--- src/nthd_pkg.sv ---
// Shared types, constants and the multiply term table of the nearest-hit depth core.
`timescale 1ns / 1ps
`default_nettype none
package nthd_pkg;

    localparam int MAX_TRIANGLES_DEF = 1024;

    localparam int CRD_W    = 32;   // Q16.16 coordinate
    localparam int EDG_W    = 33;   // coordinate difference
    localparam int WID_W    = 67;   // cross product component
    localparam int ACC_W    = 104;  // dot product accumulator
    localparam int DIG_W    = 17;   // signed multiplier digit
    localparam int PROD_W   = WID_W + DIG_W;
    localparam int DIST_W   = 31;
    localparam int HIDX_W   = 10;
    localparam int CFG_W    = 11;
    localparam int SLOT_W   = 10;
    localparam int VSEL_W   = 2;
    localparam int TERM_W   = 5;
    localparam int NUM_TERMS = 24;
    localparam int DIG_LAST = 2;
    localparam int DIV_STEPS = 31;
    localparam int DSTEP_W  = 5;
    localparam int SHADE_SHIFT = 36;
    localparam int SHADE_W  = 27;

    localparam logic [DIST_W-1:0] DIST_SAT = 31'h7FFF_FFFF;
    // ceil(2^36 / 21): exact floor(x / 21) for any 31-bit x
    localparam logic [31:0] RECIP_21 = 32'd3272356036;

    localparam logic REQ_LOAD = 1'b0;
    localparam logic REQ_RAY  = 1'b1;

    localparam logic [VSEL_W-1:0] VSEL_A    = 2'd0;
    localparam logic [VSEL_W-1:0] VSEL_B    = 2'd1;
    localparam logic [VSEL_W-1:0] VSEL_C    = 2'd2;
    localparam logic [VSEL_W-1:0] VSEL_NONE = 2'd3;

    // wide operand select
    localparam logic [3:0] A_D0 = 4'd0;
    localparam logic [3:0] A_D1 = 4'd1;
    localparam logic [3:0] A_D2 = 4'd2;
    localparam logic [3:0] A_S0 = 4'd3;
    localparam logic [3:0] A_S1 = 4'd4;
    localparam logic [3:0] A_S2 = 4'd5;
    localparam logic [3:0] A_P0 = 4'd6;
    localparam logic [3:0] A_P1 = 4'd7;
    localparam logic [3:0] A_P2 = 4'd8;
    localparam logic [3:0] A_Q0 = 4'd9;
    localparam logic [3:0] A_Q1 = 4'd10;
    localparam logic [3:0] A_Q2 = 4'd11;

    // narrow operand select
    localparam logic [3:0] B_E10 = 4'd0;
    localparam logic [3:0] B_E11 = 4'd1;
    localparam logic [3:0] B_E12 = 4'd2;
    localparam logic [3:0] B_E20 = 4'd3;
    localparam logic [3:0] B_E21 = 4'd4;
    localparam logic [3:0] B_E22 = 4'd5;
    localparam logic [3:0] B_S0  = 4'd6;
    localparam logic [3:0] B_S1  = 4'd7;
    localparam logic [3:0] B_S2  = 4'd8;
    localparam logic [3:0] B_D0  = 4'd9;
    localparam logic [3:0] B_D1  = 4'd10;
    localparam logic [3:0] B_D2  = 4'd11;

    // accumulator destination
    localparam logic [3:0] DST_P0  = 4'd0;
    localparam logic [3:0] DST_P1  = 4'd1;
    localparam logic [3:0] DST_P2  = 4'd2;
    localparam logic [3:0] DST_Q0  = 4'd3;
    localparam logic [3:0] DST_Q1  = 4'd4;
    localparam logic [3:0] DST_Q2  = 4'd5;
    localparam logic [3:0] DST_DET = 4'd6;
    localparam logic [3:0] DST_U   = 4'd7;
    localparam logic [3:0] DST_V   = 4'd8;
    localparam logic [3:0] DST_N   = 4'd9;

    typedef struct packed {
        logic [3:0] a_sel;
        logic [3:0] b_sel;
        logic       neg;
        logic       first;
        logic       last;
        logic [3:0] dest;
    } t_term;

    typedef struct packed {
        logic                ray_start;
        logic                ld_acc;
        logic                cfg_we;
        logic                rd_en;
        logic [VSEL_W-1:0]   rd_sel;
        logic                cap_en;
        logic [VSEL_W-1:0]   cap_sel;
        logic                edge_en;
        logic                mac_en;
        logic [TERM_W-1:0]   term;
        logic [1:0]          digit;
        logic                cls_en;
        logic                div_init;
        logic                div_step;
        logic                upd_en;
        logic                tri_inc;
        logic                shade_en;
        logic                out_load;
    } t_cmd;

    typedef struct packed {
        logic tri_done;
        logic tri_ok;
        logic div_sat;
    } t_stat;

    function automatic t_term mk_term(input logic [3:0] a, input logic [3:0] b,
                                      input logic n, input logic f, input logic l,
                                      input logic [3:0] d);
        t_term t;
        t.a_sel = a;
        t.b_sel = b;
        t.neg   = n;
        t.first = f;
        t.last  = l;
        t.dest  = d;
        return t;
    endfunction

    // p = d x e2, det = e1.p, u = s.p, q = s x e1, v = d.q, n = e2.q
    function automatic t_term term_info(input logic [TERM_W-1:0] idx);
        t_term t;
        case (idx)
            5'd0:  t = mk_term(A_D1, B_E22, 1'b0, 1'b1, 1'b0, DST_P0);
            5'd1:  t = mk_term(A_D2, B_E21, 1'b1, 1'b0, 1'b1, DST_P0);
            5'd2:  t = mk_term(A_D2, B_E20, 1'b0, 1'b1, 1'b0, DST_P1);
            5'd3:  t = mk_term(A_D0, B_E22, 1'b1, 1'b0, 1'b1, DST_P1);
            5'd4:  t = mk_term(A_D0, B_E21, 1'b0, 1'b1, 1'b0, DST_P2);
            5'd5:  t = mk_term(A_D1, B_E20, 1'b1, 1'b0, 1'b1, DST_P2);
            5'd6:  t = mk_term(A_P0, B_E10, 1'b0, 1'b1, 1'b0, DST_DET);
            5'd7:  t = mk_term(A_P1, B_E11, 1'b0, 1'b0, 1'b0, DST_DET);
            5'd8:  t = mk_term(A_P2, B_E12, 1'b0, 1'b0, 1'b1, DST_DET);
            5'd9:  t = mk_term(A_P0, B_S0,  1'b0, 1'b1, 1'b0, DST_U);
            5'd10: t = mk_term(A_P1, B_S1,  1'b0, 1'b0, 1'b0, DST_U);
            5'd11: t = mk_term(A_P2, B_S2,  1'b0, 1'b0, 1'b1, DST_U);
            5'd12: t = mk_term(A_S1, B_E12, 1'b0, 1'b1, 1'b0, DST_Q0);
            5'd13: t = mk_term(A_S2, B_E11, 1'b1, 1'b0, 1'b1, DST_Q0);
            5'd14: t = mk_term(A_S2, B_E10, 1'b0, 1'b1, 1'b0, DST_Q1);
            5'd15: t = mk_term(A_S0, B_E12, 1'b1, 1'b0, 1'b1, DST_Q1);
            5'd16: t = mk_term(A_S0, B_E11, 1'b0, 1'b1, 1'b0, DST_Q2);
            5'd17: t = mk_term(A_S1, B_E10, 1'b1, 1'b0, 1'b1, DST_Q2);
            5'd18: t = mk_term(A_Q0, B_D0,  1'b0, 1'b1, 1'b0, DST_V);
            5'd19: t = mk_term(A_Q1, B_D1,  1'b0, 1'b0, 1'b0, DST_V);
            5'd20: t = mk_term(A_Q2, B_D2,  1'b0, 1'b0, 1'b1, DST_V);
            5'd21: t = mk_term(A_Q0, B_E20, 1'b0, 1'b1, 1'b0, DST_N);
            5'd22: t = mk_term(A_Q1, B_E21, 1'b0, 1'b0, 1'b0, DST_N);
            5'd23: t = mk_term(A_Q2, B_E22, 1'b0, 1'b0, 1'b1, DST_N);
            default: t = mk_term(A_D0, B_D0, 1'b0, 1'b1, 1'b0, DST_N);
        endcase
        return t;
    endfunction

endpackage
`default_nettype wire

--- src/nthd_ctrl.sv ---
// Controller: sequences fetch, multiply terms and division per triangle, and the result hand-off per ray.
`timescale 1ns / 1ps
`default_nettype none
module nthd_ctrl (
    input  wire                  i_clk,
    input  wire                  i_rst_n,
    input  wire                  i_in_valid,
    output logic                 o_in_stall,
    input  wire                  i_req_type,
    input  wire                  i_cfg_valid,
    output logic                 o_cfg_ready,
    output logic                 o_out_valid,
    input  wire                  i_out_stall,
    output nthd_pkg::t_cmd       o_cmd,
    input  wire nthd_pkg::t_stat i_stat
);
    import nthd_pkg::*;

    localparam logic [3:0] S_IDLE  = 4'd0;
    localparam logic [3:0] S_CHK   = 4'd1;
    localparam logic [3:0] S_F0    = 4'd2;
    localparam logic [3:0] S_F1    = 4'd3;
    localparam logic [3:0] S_F2    = 4'd4;
    localparam logic [3:0] S_F3    = 4'd5;
    localparam logic [3:0] S_EDGE  = 4'd6;
    localparam logic [3:0] S_MAC   = 4'd7;
    localparam logic [3:0] S_CLS   = 4'd8;
    localparam logic [3:0] S_DCHK  = 4'd9;
    localparam logic [3:0] S_DIV   = 4'd10;
    localparam logic [3:0] S_UPD   = 4'd11;
    localparam logic [3:0] S_SHADE = 4'd12;
    localparam logic [3:0] S_OUT   = 4'd13;

    logic [3:0]         r_state, n_state;
    logic [TERM_W-1:0]  r_term, n_term;
    logic [1:0]         r_dig, n_dig;
    logic [DSTEP_W-1:0] r_dstep, n_dstep;
    logic               r_out_valid, n_out_valid;
    logic               in_acc;

    assign o_in_stall  = (r_state != S_IDLE);
    assign o_cfg_ready = 1'b1;
    assign o_out_valid = r_out_valid;
    assign in_acc      = i_in_valid && !o_in_stall;

    always_comb begin
        n_state     = r_state;
        n_term      = r_term;
        n_dig       = r_dig;
        n_dstep     = r_dstep;
        n_out_valid = r_out_valid;
        o_cmd       = '0;
        o_cmd.cfg_we = i_cfg_valid;
        o_cmd.term   = r_term;
        o_cmd.digit  = r_dig;
        if (r_out_valid && !i_out_stall) begin
            n_out_valid = 1'b0;
        end
        case (r_state)
            S_IDLE: begin
                if (in_acc) begin
                    if (i_req_type == REQ_RAY) begin
                        o_cmd.ray_start = 1'b1;
                        n_state = S_CHK;
                    end else begin
                        o_cmd.ld_acc = 1'b1;
                    end
                end
            end
            S_CHK: begin
                n_state = i_stat.tri_done ? S_SHADE : S_F0;
            end
            S_F0: begin
                o_cmd.rd_en  = 1'b1;
                o_cmd.rd_sel = VSEL_A;
                n_state = S_F1;
            end
            S_F1: begin
                o_cmd.rd_en   = 1'b1;
                o_cmd.rd_sel  = VSEL_B;
                o_cmd.cap_en  = 1'b1;
                o_cmd.cap_sel = VSEL_A;
                n_state = S_F2;
            end
            S_F2: begin
                o_cmd.rd_en   = 1'b1;
                o_cmd.rd_sel  = VSEL_C;
                o_cmd.cap_en  = 1'b1;
                o_cmd.cap_sel = VSEL_B;
                n_state = S_F3;
            end
            S_F3: begin
                o_cmd.cap_en  = 1'b1;
                o_cmd.cap_sel = VSEL_C;
                n_state = S_EDGE;
            end
            S_EDGE: begin
                o_cmd.edge_en = 1'b1;
                n_term  = '0;
                n_dig   = '0;
                n_state = S_MAC;
            end
            S_MAC: begin
                o_cmd.mac_en = 1'b1;
                if (r_dig == 2'(DIG_LAST)) begin
                    n_dig = '0;
                    if (r_term == TERM_W'(NUM_TERMS - 1)) begin
                        n_term  = '0;
                        n_state = S_CLS;
                    end else begin
                        n_term = r_term + 1'b1;
                    end
                end else begin
                    n_dig = r_dig + 1'b1;
                end
            end
            S_CLS: begin
                o_cmd.cls_en = 1'b1;
                n_state = S_DCHK;
            end
            S_DCHK: begin
                o_cmd.div_init = 1'b1;
                n_dstep = '0;
                // saturated or missed: skip the divide
                n_state = (!i_stat.tri_ok || i_stat.div_sat) ? S_UPD : S_DIV;
            end
            S_DIV: begin
                o_cmd.div_step = 1'b1;
                if (r_dstep == DSTEP_W'(DIV_STEPS - 1)) begin
                    n_state = S_UPD;
                end else begin
                    n_dstep = r_dstep + 1'b1;
                end
            end
            S_UPD: begin
                o_cmd.upd_en  = 1'b1;
                o_cmd.tri_inc = 1'b1;
                n_state = S_CHK;
            end
            S_SHADE: begin
                o_cmd.shade_en = 1'b1;
                n_state = S_OUT;
            end
            S_OUT: begin
                // hold until the previous result transaction is gone
                if (!r_out_valid) begin
                    o_cmd.out_load = 1'b1;
                    n_out_valid = 1'b1;
                    n_state = S_IDLE;
                end
            end
            default: begin
                n_state = S_IDLE;
            end
        endcase
    end

    always_ff @(posedge i_clk) begin
        if (!i_rst_n) begin
            r_state     <= S_IDLE;
            r_term      <= '0;
            r_dig       <= '0;
            r_dstep     <= '0;
            r_out_valid <= 1'b0;
        end else begin
            r_state     <= n_state;
            r_term      <= n_term;
            r_dig       <= n_dig;
            r_dstep     <= n_dstep;
            r_out_valid <= n_out_valid;
        end
    end

endmodule
`default_nettype wire

--- config.mk ---
export PLATFORM = sky130hd
export DESIGN_NAME = nthd_ctrl
export DESIGN_NICKNAME = d
export VERILOG_FILES = /design/src/nthd_pkg.sv /design/src/nthd_ctrl.sv
export SDC_FILE = /design/constraint.sdc
export NUM_CORES = 1
export LEC_CHECK = 0
export BUFFER_PORTS_ARGS = -buffer_cell sky130_fd_sc_hd__clkbuf_2
export CAP_MARGIN = 0
export CORE_ASPECT_RATIO = 1.2
export CORE_MARGIN = 1
export CORE_UTILIZATION = 50
export DETAILED_ROUTE_END_ITERATION = 10
export GPL_ROUTABILITY_DRIVEN = 0
export HOLD_SLACK_MARGIN = 0.15
export MAX_ROUTING_LAYER = met4
export PLACE_DENSITY_LB_ADDON = 0.15
export SYNTH_ARGS = -nofsm -noshare
export SYNTH_HDL_FRONTEND = slang
export SYNTH_SLANG_ARGS = --single-unit
--- constraint.sdc ---
create_clock -name i_clk -period 1.7 [get_ports i_clk]
set_input_delay 0.34 -clock i_clk [delete_from_list [all_inputs] [get_ports i_clk]]
set_output_delay 0.34 -clock i_clk [all_outputs]
set_load 0.01 [all_outputs]
## After elaboration in Yosys (flattened, before gate mapping)

Cells that the tools add are included.

| cells by class | value |
|---|---|
| muxes and demuxes | 34 |
| bitwise gates (word level) | 0 |
| order comparisons | 0 |
| divide/modulo/power cells | 0 |
| reduce and logical (&&, ||, !) cells | 13 |
| add/sub/neg operators | 3 |
| equality and inequality tests | 23 |
| shift-type cells | 0 |
| $mul | 0 |

Operator list:

| cell | count |
|---|---|
| one-hot mux 4 bit (14 select lines) | 1 |
| two-way mux 4 bit | 7 |
| equality test 4 bit, second input constant | 6 |
| one-hot mux 5 bit (2 select lines) | 2 |
| one-hot mux 3 bit (3 select lines) | 2 |
| equality test 4 x 3 -> 1 bit, second input constant | 4 |
| two-way mux 5 bit | 3 |
| two-way mux 1 bit | 14 |
| != test 2 bit, second input constant | 7 |
| adder 5 x 1 -> 5 bit, second input constant | 2 |
| equality test 5 bit, second input constant | 2 |
| equality test 4 x 2 -> 1 bit, second input constant | 2 |
| two-way mux 2 bit | 4 |
| AND reduction 6 bit | 1 |
| equality test 4 x 1 -> 1 bit, second input constant | 1 |
| logical NOT 4 bit | 1 |
| one-hot mux 2 bit (2 select lines) | 1 |
| AND reduction 2 bit | 2 |
| nonzero test 2 bit | 2 |
| nonzero test 4 bit | 1 |
| logical NOT 1 bit | 3 |
| adder 2 x 1 -> 2 bit, second input constant | 1 |
| equality test 2 bit, second input constant | 1 |
| logical AND 1 bit | 2 |
| logical OR 1 bit | 1 |

| word-level totals | value |
|---|---|
| bits in read-only memories | 0 |
| output and inout port bits | 28 |
| input port bits | 9 |
| logic and storage cells | 78 |
| bits in registers | 17 |
| RAM bits | 0 |
| bits in latches | 0 |
| memories kept | 0 |

## Depth between registers and ports, before layout

| logic depth | value |
|---|---|
| word-level depth | 5 |
| gate-level depth with buffers | 6 |
| gate-level depth less buffers | 6 |

## Least setup slack after synthesis

No wires, ideal clock.

| timing | value |
|---|---|
| kind | flip-flop to output port |
| start | register r_state[1] |
| end | output o_cmd[3] in the netlist's numbering |
| data required time | 1.360 ns |
| stages on the path, launching flop included | 5 |
| setup slack | -0.039 ns |
| data arrival time | 1.399 ns |
| path buffers | 3 |
| cells stage by stage | dfxtp_1 clkbuf_1 clkbuf_1 and4b_1 buf_4 |

RTL lines:

| element | RTL line | source |
|---|---|---|
| start: declaration | nthd_ctrl.sv:34 | `logic [3:0] r_state, n_state;` |
| start signal: assignment | nthd_ctrl.sv:166 | `r_state <= n_state;` |
| end: declaration | nthd_ctrl.sv:14 | `output nthd_pkg::t_cmd o_cmd,` |

==> key figures <==
Global route
  – GRT overflow: 0
  – Number of global-route vias before repair: 1078
  – Overall Global Routing Usage: a little over a quarter
  – Initial antenna violation count: 0
  – Pin count of the biggest net entering global routing: 16
  – First-pass GRT wire length: 4660 um

Worst setup path
  – FF-to-FF Start: r_state[2]
  – Setup crit end kind: output port
  – CP startpoint: r_state[0]
  – Setup CP Type: reg -> out
  – R2r setup slk: ~60 ps
  – Reg2Reg Depth: 5
  – Crit path to: o_cmd[21]
  – CP startpoint kind: flip-flop
  – Worst reg2reg endpoint: r_term[3]
  – CP Data Arrival Time: roughly 1400 ps
  – Worst Path Required: around 1400 ps
  – Crit Path Max Fanout: 9

Power and ir drop
  – Sw Ratio: roughly a third
  – Lkg Pwr: 0.733 nW
  – Reg power frac: 42.8%
  – Switching pwr: 0.327 mW
  – Worst VDD drop: 0.521 mV
  – Internal power: between 0.6 and 0.7 mW
  – Logic pwr share: 33.0%
  – PD cells: ~630 mW/mm2
  – Clock power share: between 20% and 30%

Finish
  – Layout Cells excl Fill: approximately 230
  – Layout cells sized above 1: 40.8%
  – Most frequent cells in the layout: 26 x clkbuf_2, 18 x buf_4, 16 x a21oi_1, 12 x o21ai_0, 12 x dfxtp_1
  – Final net count: roughly 210
  – Commonest non-fill, non-tap cell in the layout: clkbuf_2
  – N_diodes: 0
  – Layout fillers: around 180
  – Finished Cell Area: 0.00159 mm2
  – Synth-to-Final Area Change: 38.8%

Job
  – Max-cap violations: 0

Die
  – Row cnt: 18
  – Die H: 54.4 um
  – Ports: 37
  – Initial core utilization: about 54%
  – Core box area: between 0.002 and 0.0025 mm2
  – Die ar.: around 0.0025 mm2
  – Die W: about 46 um

Yosys
  – Sequential area share after synthesis: between 20% and 30%
  – Synthesized flop and latch total: 17
  – Mean post-synth cell area: roughly 7.7 um2
  – Netlist cell types: between 40 and 50
  – Synth Instances: ~150
  – YS warnings: 0
  – Syn_nets: around 160
  – Post-Syn Area: between 0.001 and 0.0015 mm2

Hold path
  – Worst min-delay path class: in -> reg

Route
  – Wire per inst: ~14 um
  – Post-Route WL: roughly 3200 um
  – Drt drc: 0
  – DR vias/cell: 5.60
  – Via count: ~1300
  – DRT antenna net count: 0
  – Drt first pass iters: 4
  – Initial DRC Count: 41

Timing
  – Min Tclk post-route: roughly 1800 ps
  – FMAX: about 0.56 GHz
  – Final hold vios: 0
  – Clock Skew: slightly above 6 ps
  – Max-slew violation count: 0
  – Setup TNS: -128 ps
  – Period Utilization, post-route: 105%
  – Setup slack after layout: -77.8 ps
  – Final setup vio count: 4
  – Hold slack final: approximately 250 ps
  – RSZ-0062 raised after global routing: yes

Place
  – Placed cell areas: about 0.0014 mm2
  – Dpl hpwl: 2130 um
  – Placed cells: roughly 210
  – PortBufs: 33

CTS
  – Total CTS buffers: 3
  – Clock Root Buffer: clkbuf_4
  – Total number of H-tree levels: 1
  – Clock Sinks: 17
  – CTS tree: yes
  – Clock-pin slew of the registers on the worst-case setup and hold paths: ~120 ps
  – Clock Path Buffers: 2
  – Clk_lat worst skew: between 300 and 400 ps

Status
  – Failing checks: negative setup slack
  – Run status: complete, but fails checks
[cells in the mapped netlist (all sizes together)]
| cell type | n | area (um2) |
|---|---|---|
| o21ai | 12 | 60.1 |
| nor3b | 1 | 7.51 |
| nor4bb | 2 | 20.0 |
| or2 | 2 | 12.5 |
| nand4b | 2 | 32.5 |
| and4bb | 2 | 25.0 |
| clkbuf | 7 | 26.3 |
| o22ai | 1 | 6.26 |
| ha | 3 | 37.5 |
| or4 | 1 | 7.51 |
| a21oi | 17 | 85.1 |
| inv | 5 | 18.8 |
| mux2 | 1 | 11.3 |
| nand3b | 5 | 37.5 |
| dfxtp | 17 | 340 |
| conb | 1 | 3.75 |
| a2bb2oi | 1 | 8.76 |
| or3b | 1 | 8.76 |
| or3 | 4 | 25.0 |
| nand2b | 8 | 50.1 |
| nor2 | 11 | 41.3 |
| nor3 | 4 | 20.0 |
| nor4 | 1 | 6.26 |
| a32oi | 1 | 8.76 |
| o211ai | 1 | 7.51 |
| a22oi | 3 | 22.5 |
| a41o | 3 | 30.0 |
| nand3 | 4 | 20.0 |
| nor2b | 1 | 6.26 |
| o21a | 1 | 7.51 |
| and3 | 1 | 6.26 |
| and2 | 2 | 12.5 |
| mux2i | 1 | 10.0 |
| a21o | 2 | 15.0 |
| buf | 6 | 40.0 |
| nand2 | 11 | 41.3 |
| and4b | 1 | 10.0 |
| o22a | 1 | 8.76 |
| nand4 | 1 | 6.26 |
[repair_timing]
action                                  CTS  global route
buffers inserted                          5             6
resized for setup                        13            22
endpoints found under the setup margin   15            19
pin swaps                                 1             1
hold buffers                              0             0
cloned                                    0             0
[registers in the layout, indices dropped and copies added (netlist names)]
name,cells
o_out_valid,1
r_dig,2
r_dstep,5
r_state,4
r_term,5
[kinds of logic after synthesis]
kind of cell	after synthesis	share of synthesized area, %
fa+ha+maj	3	3.28
simple gates	65	34.6
flops	17	29.7
mux	2	1.86
compound gates	43	22.7
buf+inv	18	7.43
other cells	1	0.328
[worst max-delay path, stage by stage (launching register included)]
cell      delay [ps]
dfxtp_4          370
buf_6            130
nand2b_4         150
mux2_2           280
nor2_2            80
buf_2            130
[routing by layer]
layer  GRT usage [%]  share of wire (%)
met1            29.5                 42
met5               -                  0
met3            4.95                3.5
met4            15.7                3.1
met2            46.4                 51
[power groups by stage]
stage               Clock, mW  Sequential (mW)  Combinational, mW
floorplan                   0            0.426              0.159
global placement            0            0.441              0.224
detailed placement          0            0.442              0.228
CTS                     0.236            0.427              0.274
global route            0.257            0.432              0.352
finish                  0.243            0.429              0.331
[stage by stage]
| stage | power (mW) | worst slack [ps] | utilization, % |
|---|---|---|---|
| final | 1.00 | -77.8 | 75.1 |
| after global routing | 1.04 | -135 | 75.1 |
| after CTS | 0.937 | -46.9 | 70.2 |
| after global placement | 0.665 | 86.7 | 65.1 |
| after detailed placement | 0.670 | 45.5 | 65.1 |
| after floorplan | 0.585 | 9.64 | - |
[worst min path at each step]
stage,from,to,slack (ps),cells after the start
after floorplan,r_dstep[1],r_dstep[1],470,2
after global placement,r_dig[1],r_dig[1],480,2
after detailed placement,r_dig[1],r_dig[1],500,2
after CTS,i_out_stall,o_out_valid,260,3
after global routing,i_out_stall,o_out_valid,300,3
final,i_out_stall,o_out_valid,250,3
[cell type report]
class	instances	area, um2	area share, %
timing repair buffer	56	373	23.5
sequential	17	357	22.4
inverter	5	21.3	1.34
clock inverter	1	5.00	0.315
clock buffer	3	22.5	1.42
tap	30	37.5	2.36
multi-input combinational	114	773	48.7
No activity file was read; power rests on OpenSTA's default activity.
